<file path="src/rtl/pmul_pkg.sv">
// ----------------------------------------------------------------------------
// pmul_pkg
// Shared types and constants of the polynomial multiply core.
// ----------------------------------------------------------------------------
package pmul_pkg;

   localparam int MAX_TERMS   = 16;
   localparam int TERM_ADDR_W = $clog2(MAX_TERMS);
   localparam int COUNT_W     = $clog2(MAX_TERMS + 1);
   localparam int SLOT_COUNT  = 2 * MAX_TERMS - 1;
   localparam int SLOT_ADDR_W = $clog2(SLOT_COUNT);

   localparam int COEF_W     = 64;
   localparam int HALF_W     = COEF_W / 2;
   localparam int DEGREE_W   = 5;
   localparam int RSP_DATA_W = ((COEF_W + DEGREE_W + 1 + 7) / 8) * 8;
   localparam int RSP_PAD_W  = RSP_DATA_W - COEF_W - DEGREE_W - 1;

   // request kinds carried on tuser
   localparam logic REQ_FIRST  = 1'b0;
   localparam logic REQ_SECOND = 1'b1;

   // multiply-accumulate phases of the shared unit
   localparam logic [1:0] MAC_PH_LL  = 2'd0;
   localparam logic [1:0] MAC_PH_LH  = 2'd1;
   localparam logic [1:0] MAC_PH_HL  = 2'd2;
   localparam logic [1:0] MAC_PH_SUM = 2'd3;

   typedef enum logic [7:0] {
      ST_LOAD  = 8'b0000_0001,
      ST_START = 8'b0000_0010,
      ST_FETCH = 8'b0000_0100,
      ST_MAC   = 8'b0000_1000,
      ST_TRIM  = 8'b0001_0000,
      ST_ERD   = 8'b0010_0000,
      ST_ECAP  = 8'b0100_0000,
      ST_EWAIT = 8'b1000_0000
   } state_type;

   typedef struct packed {
      logic       en;
      logic [1:0] phase;
   } mac_ctl_type;

endpackage

</file>
<file path="src/rtl/pmul_mac.sv">
// ----------------------------------------------------------------------------
// pmul_mac
// Shared multiply-accumulate unit: 64-bit wrapped product from three
// 32x32 partial products, added onto a slot value over four phases.
// ----------------------------------------------------------------------------
module pmul_mac (
   input  logic                             clock,
   input  pmul_pkg::mac_ctl_type            mac_ctl,
   input  logic [pmul_pkg::COEF_W-1:0]      op_a,
   input  logic [pmul_pkg::COEF_W-1:0]      op_b,
   input  logic [pmul_pkg::COEF_W-1:0]      base,
   output logic [pmul_pkg::COEF_W-1:0]      sum
);

   logic [pmul_pkg::HALF_W-1:0] mul_a;
   logic [pmul_pkg::HALF_W-1:0] mul_b;
   logic [pmul_pkg::COEF_W-1:0] prod_ff;
   logic [pmul_pkg::COEF_W-1:0] prod_in;
   logic [pmul_pkg::COEF_W-1:0] acc_ff;
   logic [pmul_pkg::COEF_W-1:0] acc_in;
   logic [pmul_pkg::COEF_W-1:0] term;

   always_comb begin
      case (mac_ctl.phase)
         pmul_pkg::MAC_PH_LH: begin
            mul_a = op_a[pmul_pkg::HALF_W-1:0];
            mul_b = op_b[pmul_pkg::COEF_W-1:pmul_pkg::HALF_W];
         end
         pmul_pkg::MAC_PH_HL: begin
            mul_a = op_a[pmul_pkg::COEF_W-1:pmul_pkg::HALF_W];
            mul_b = op_b[pmul_pkg::HALF_W-1:0];
         end
         default: begin
            mul_a = op_a[pmul_pkg::HALF_W-1:0];
            mul_b = op_b[pmul_pkg::HALF_W-1:0];
         end
      endcase
   end

   assign prod_in = pmul_pkg::COEF_W'(mul_a) * pmul_pkg::COEF_W'(mul_b);

   // low partial product adds as is, the cross terms land in the upper half
   assign term = (mac_ctl.phase == pmul_pkg::MAC_PH_LH) ? prod_ff :
                 {prod_ff[pmul_pkg::HALF_W-1:0], {pmul_pkg::HALF_W{1'b0}}};

   assign sum    = acc_ff + term;
   assign acc_in = (mac_ctl.phase == pmul_pkg::MAC_PH_LL) ? base : sum;

   always_ff @(posedge clock) begin
      if (mac_ctl.en) begin
         prod_ff <= prod_in;
         acc_ff  <= acc_in;
      end
   end

endmodule

</file>
<file path="config.mk">
export PLATFORM = sky130hd
export DESIGN_NAME = pmul_mac
export DESIGN_NICKNAME = d
export VERILOG_FILES = /design/src/rtl/pmul_pkg.sv /design/src/rtl/pmul_mac.sv
export SDC_FILE = /design/constraint.sdc
export NUM_CORES = 2
export LEC_CHECK = 0
export BUFFER_PORTS_ARGS = -buffer_cell sky130_fd_sc_hd__buf_2
export CAP_MARGIN = 20
export CORE_ASPECT_RATIO = 1.4
export CORE_MARGIN = 2
export CORE_UTILIZATION = 30
export DETAILED_ROUTE_END_ITERATION = 7
export GPL_TIMING_DRIVEN = 1
export PLACE_DENSITY = 0.47
export SYNTH_ARGS = -nofsm -noshare
export SYNTH_HDL_FRONTEND = slang
export SYNTH_SLANG_ARGS = --single-unit
</file>
<file path="constraint.sdc">
create_clock -name clock -period 10.2 [get_ports clock]
set_input_delay 2.04 -clock clock [delete_from_list [all_inputs] [get_ports clock]]
set_output_delay 2.04 -clock clock [all_outputs]
set_load 0.02 [all_outputs]
</file>
; ---- Word-level counts from Yosys, hierarchy flattened
; Cells that the tools add are included.
; W data, S select, Z words.
[classes]
add_sub_neg = 1
n_mul = 1
n_eq_ne = 2
n_mux = 4
reduce_logical = 1
[ops]
columns = op, n
row1 = $mux W64, 2
row2 = $add A64 B64 Y64, 1
row3 = $mul A32 B32 Y64, 1
row4 = $mux W32, 2
row5 = $eq A2 B1 Y1 const B, 1
row6 = $eq A2 B2 Y1 const B, 1
row7 = $logic_not A2 Y1, 1
[totals]
regBits = 128
input_bits = 196
out_inout_bits = 64
elab_cells = 11

; ---- Logic depth before layout (Yosys ltp)
[logic_depth]
word_depth = 4
mapped_depth = 35
mapped_depth_nobuf = 30

; ---- Least setup slack after synthesis
; Ideal clock, no wire load.
[synth_timing]
path_kind = input port to flip-flop
startpoint = input port mac_ctl[0] in the netlist's numbering
endpoint = register prod_ff[58] in the netlist's numbering (data pin)
setup_ps = 265
arrival_ps = 10054
t_required_ps = 9935
setup_slack_ps = -119
stages = 30
n_path_buf = 4
cell_sequence = nand2b_1 > clkbuf_1 > clkbuf_1 > buf_2 > mux2i_1 > clkbuf_1 > nor2_1 > fa_1 > inv_1 > fa_1 > fa_1 > fa_1 > inv_1 > fa_1 > inv_1 > fa_1 > inv_1 > fa_1 > fa_1 > ha_1 > a21o_1 > a21o_1 > a21o_1 > a21oi_1 > nand3_1 > o31ai_1 > a21oi_1 > a211oi_1 > o21ai_0 > xor2_1
[synth_between]
elab_chain_len = 3
word_cells_on_any_way = 5
cone_classes = mul (1) / eq/ne (2) / mux (2)
[synth_lines]
columns = item, line
row1 = from (decl), pmul_mac.sv:8  ; input pmul_pkg::mac_ctl_type mac_ctl,
row2 = $eq A2 B2 Y1 / $eq A2 B1 Y1 (equally long branches), pmul_mac.sv:24  ; case (mac_ctl.phase)
row3 = $mux W32, pmul_mac.sv:24
row4 = $mul A32 B32 Y64 *, pmul_mac.sv:40  ; assign prod_in = pmul_pkg::COEF_W'(mul_a) * pmul_pkg::COEF_W'(mul_b);
row5 = net prod_in (one bit), pmul_mac.sv:18  ; logic [pmul_pkg::COEF_W-1:0] prod_in;
row6 = to (signal assigned), pmul_mac.sv:51  ; prod_ff <= prod_in;
row7 = to (decl), pmul_mac.sv:17  ; logic [pmul_pkg::COEF_W-1:0] prod_ff;
; The timed path passes the listed nets; every way through them passes the cells marked *.
; A chain may end at the register's enable or synchronous reset.

; ---- Worst setup path in the final report
[layout_timing]
startpoint = input port mac_ctl[0] in the netlist's numbering
endpoint = register prod_ff[57] in the netlist's numbering (data pin)
; Same word-level chain as after synthesis.

==> impl_metrics.sql <==
INSERT INTO impl_metrics (metric_group, metric, value, unit) VALUES
('synth', 'postSynthAreaPerCell', '8.69', 'sq um'),
('timing', 'setup_skew', '27.6', 'ps'),
('timing', 'slew_violations', '0', ''),
('timing', 'final.min_clock_period', '9960', 'ps'),
('worst_setup_path', 'path_delay_family', 'adder cells', ''),
('floorplanning', 'placementRows', '162', ''),
('outcome', 'run_status', 'finished, final reports clean', ''),
('global_route', 'overflow', '0', ''),
('worst_setup_path', 'crit_slowest_cell', 'fa_1', ''),
('timing', 'period_utilization', '0.976', ''),
('detailed_routing', 'drc_errors', '0', ''),
('layout', 'layout.cells.non_filler', '7135', ''),
('detailed_routing', 'postRouteAntennaNets', '0', ''),
('worst_setup_path', 'timing.reg2reg.setup_slack', '6010', 'ps'),
('detailed_routing', 'detailedRoute.firstPassIterationCount', '5', ''),
('clock_tree', 'clock_tree.buffer_depth', '3', ''),
('detailed_routing', 'number_of_vias_in_the_routed_layout', '35200', ''),
('synth', 'yosys_register_bits', '128', ''),
('worst_setup_path', 'path_max_fanout', '12', ''),
('detailed_routing', 'via_per_inst', '4.94', ''),
('floorplanning', 'chipWidth', '321', 'um'),
('layout', 'fraction_of_the_core_area_covered_by_cells_at_the_end_of_the_flow', '0.359', ''),
('timing', 'fmaxAchievable', '100', 'MHz'),
('global_route', 'antenna_violations_before_repair', '18', ''),
('layout', 'flow.area_growth_from_synthesis', '18.5', '%'),
('floorplanning', 'dieHeight', '448', 'um'),
('placed_design', 'number_of_instances_in_the_placed_design', '7087', ''),
('layout', 'layout_cells_sized_above_1', '0.160', ''),
('timing', 'worst_slew_pin_slew', '1090', 'ps'),
('clock_tree', 'insertion_delay', '510', 'ps'),
('worst_setup_path', 'crit_top_cell', 'fa_1', ''),
('worst_setup_path', 'timing_worst_setup_path_type', 'primary input to register', ''),
('synth', 'synth_cells', '4860', ''),
('placed_design', 'routabilityCongestion', '0.951', ''),
('clock_tree', 'clkSinkCount', '128', ''),
('synth', 'number_of_synthesized_flops_with_an_enable_pin', '128', ''),
('worst_setup_path', 'worst_setup_path_start_kind', 'primary input', ''),
('clock_tree', 'cts-buffers-inserted', '25', ''),
('timing', 'finalHoldWorstSlack', '681', 'ps'),
('worst_setup_path', 'timing.critical_path.buf_inv', '9', ''),
('global_route', 'first_pass_grt_wire_length', '254000', 'um'),
('worst_setup_path', 'critPathRequiredTime', '10440', 'ps'),
('global_route', 'first_global_vias', '38400', ''),
('synth', 'synth.largest_area_cell', 'fa_1', ''),
('clock_tree', 'h-tree-depth', '4', ''),
('timing', 'finalSetupViolCount', '0', ''),
('timing', 'setup_tns', '0', 'ps'),
('synth', 'asyncSetResetFlopFracSynth', '0', ''),
('synth', 'synth_sequential_area_ratio', '0.0910', ''),
('run', 'timing.max_cap.violations', '0', ''),
('global_route', 'grt_start_max_net_pins', '76', ''),
('layout', 'fin_nets', '6739', ''),
('detailed_routing', 'wl_per_cell', '24.2', 'um'),
('clock_tree', 'holdBufCountCts', '0', ''),
('clock_tree', 'clk_root_buffer_cell', 'clkbuf_16', ''),
('synth', 'yosysWarnings', '0', ''),
('detailed_routing', 'detail_route.iter0.violations', '2416', ''),
('synth', 'netlist-cell-type-count', '78', ''),
('worst_setup_path', 'critical_path_arrival', '10200', 'ps'),
('hold_path', 'hold_path.class', 'register to register', ''),
('global_route', 'groute.usage.overall', '0.242', ''),
('timing', 'worst_slew_margin_rel', '0.275', ''),
('timing', 'timing_hold_violations_final', '0', ''),
('synth', 'mappedNetlistNets', '6279', ''),
('placed_design', 'hpwl', '149000', 'um'),
('synth', 'yosysTopAreaCellShare', '0.425', ''),
('floorplanning', 'initial_core_util', '0.303', ''),
('synth', 'synth_area', '42200', 'sq um'),
('detailed_routing', 'postRouteWirelength', '173000', 'um'),
('synth', 'yosys_most_used_dff', 'edfxtp_1', ''),
('worst_setup_path', 'timing.critical_path.to_type', 'register', ''),
('floorplanning', 'pin_count', '260', ''),
('synth', 'netlist_top_cells_area', 'fa_1, ha_1, edfxtp_1', ''),
('clock_tree', 'cts_tree', 'yes', ''),
('floorplanning', 'design.die.area', '144000', 'sq um'),
('worst_setup_path', 'crit_path_max_incr_delay', '580', 'ps'),
('placed_design', 'port-buffer-count', '259', ''),
('clock_tree', 'worst_setup_hold_path_clk_slew', '50', 'ps'),
('floorplanning', 'standard_cell_core_area', '139000', 'sq um');
## kinds of logic (layout without fill, tap and decap cells)
logic type | count (synthesis) | in the layout | synth area share
and+or+nand+nor | 1689 | 1689 | 0.161
adders and majority gates | 1223 | 1223 | 0.522
buffers and inverters | 1149 | 1615 | 0.104
AOI/OAI and AO/OA | 434 | 434 | 0.0685
DFF | 128 | 128 | 0.0910
xor gates and xnor gates | 120 | 120 | 0.0249
muxes | 117 | 117 | 0.0292
other | 0 | 5 | 0
## per-layer routing
metal  up-vias  wire length (um)  track usage
li1      15700                 -            -
met1     17900             69300        0.298
met2      1247             84500        0.427
met3       304              9610       0.0240
met4        14              9170        0.106
met5         -                87            0
## worst reg2reg max path, stage by stage (launching register included)
cell and delay (ps):
edfxtp_1 420, and2_1 160, ha_1 210, inv_1 80, fa_1 270, nor2b_4 60
o31ai_2 280, a211o_1 270, a21oi_4 120, o41ai_2 610, a21oi_1 300, o31ai_1 540
o21ai_1 140, xor2_1 200, mux2_2 280
## timing repair
action,4_1_cts,5_1_grt
resized for setup,0,15
setup buffers,0,8
setup endpoints to repair,0,6
## registers in the layout, indices dropped and copies added, names as in the netlist
signal   cells
acc_ff      64
prod_ff     64
## final timing paths
check        startpoint     endpoint  depth (start not counted)
max          mac_ctl[0]  prod_ff[57]                         30
min           acc_ff[0]    acc_ff[0]                          3
max reg2reg  prod_ff[0]   acc_ff[62]                         14
min reg2reg   acc_ff[0]    acc_ff[0]                          3
## placed cells by master (no fill, tap or decap), types with 5 or more instances in the layout
master     netlist  layout
o211ai_1         9       9
mux2i_2          0      43
fa_1           897     897
xor2_1          45      45
buf_12           0      81
and3_1          15      15
nor2b_1         11      10
and4_1           5       5
ha_1           326     325
nor3_1          16      16
a211oi_1        11      11
a21oi_1        143     142
or2_2            5       5
a31oi_1         21      21
buf_2           11     258
nor4_1          10      10
diode_2          0       5
mux2_2          51      49
o21ai_0         59      58
nand3_1         23      23
and2_1          36      36
nand4_1         38      38
clkbuf_16        0      27
o21bai_1        39      39
nand2_1        822     822
inv_1          912     912
buf_4            2     326
a21o_1          64      64
o21ai_1         14      15
mux2i_1         66      10
o21a_1          12      12
xnor2_1         75      75
nor2_1         681     680
mux2i_4          0      13
o31ai_1          9       8
nand2b_1        12      10
edfxtp_1       128     128
## metrics by stage
step	instance area [sq um]	worst slack [ps]
finish	50100	242
global route	50100	-13.4
CTS	49900	231
detailed placement	49200	-296
global placement	49200	-202
floorplan	42200	60.1
## area by class of cell
type,count,area (sq um)
tap,1804,2260
multi-input combinational,3583,34400
clock buffer,27,633
timing repair buffer,670,5460
fill,14500,89400
antenna,5,12.5
sequential,128,3840
clock inverter,6,27.5
inverter,912,3420
## cell usage after synthesis (45+ instances only)
library cell and number:
mux2_2 51, fa_1 897, clkbuf_1 205, edfxtp_1 128, nor2_1 681, ha_1 326, inv_1 912, nand2_1 822
a21oi_1 143, xor2_1 45, xnor2_1 75, a21o_1 64, mux2i_1 66, o21ai_0 59
Power is left out: the tool's default activity adds up to more than one toggle a clock period on the data nets, which glitch-free logic cannot reach.
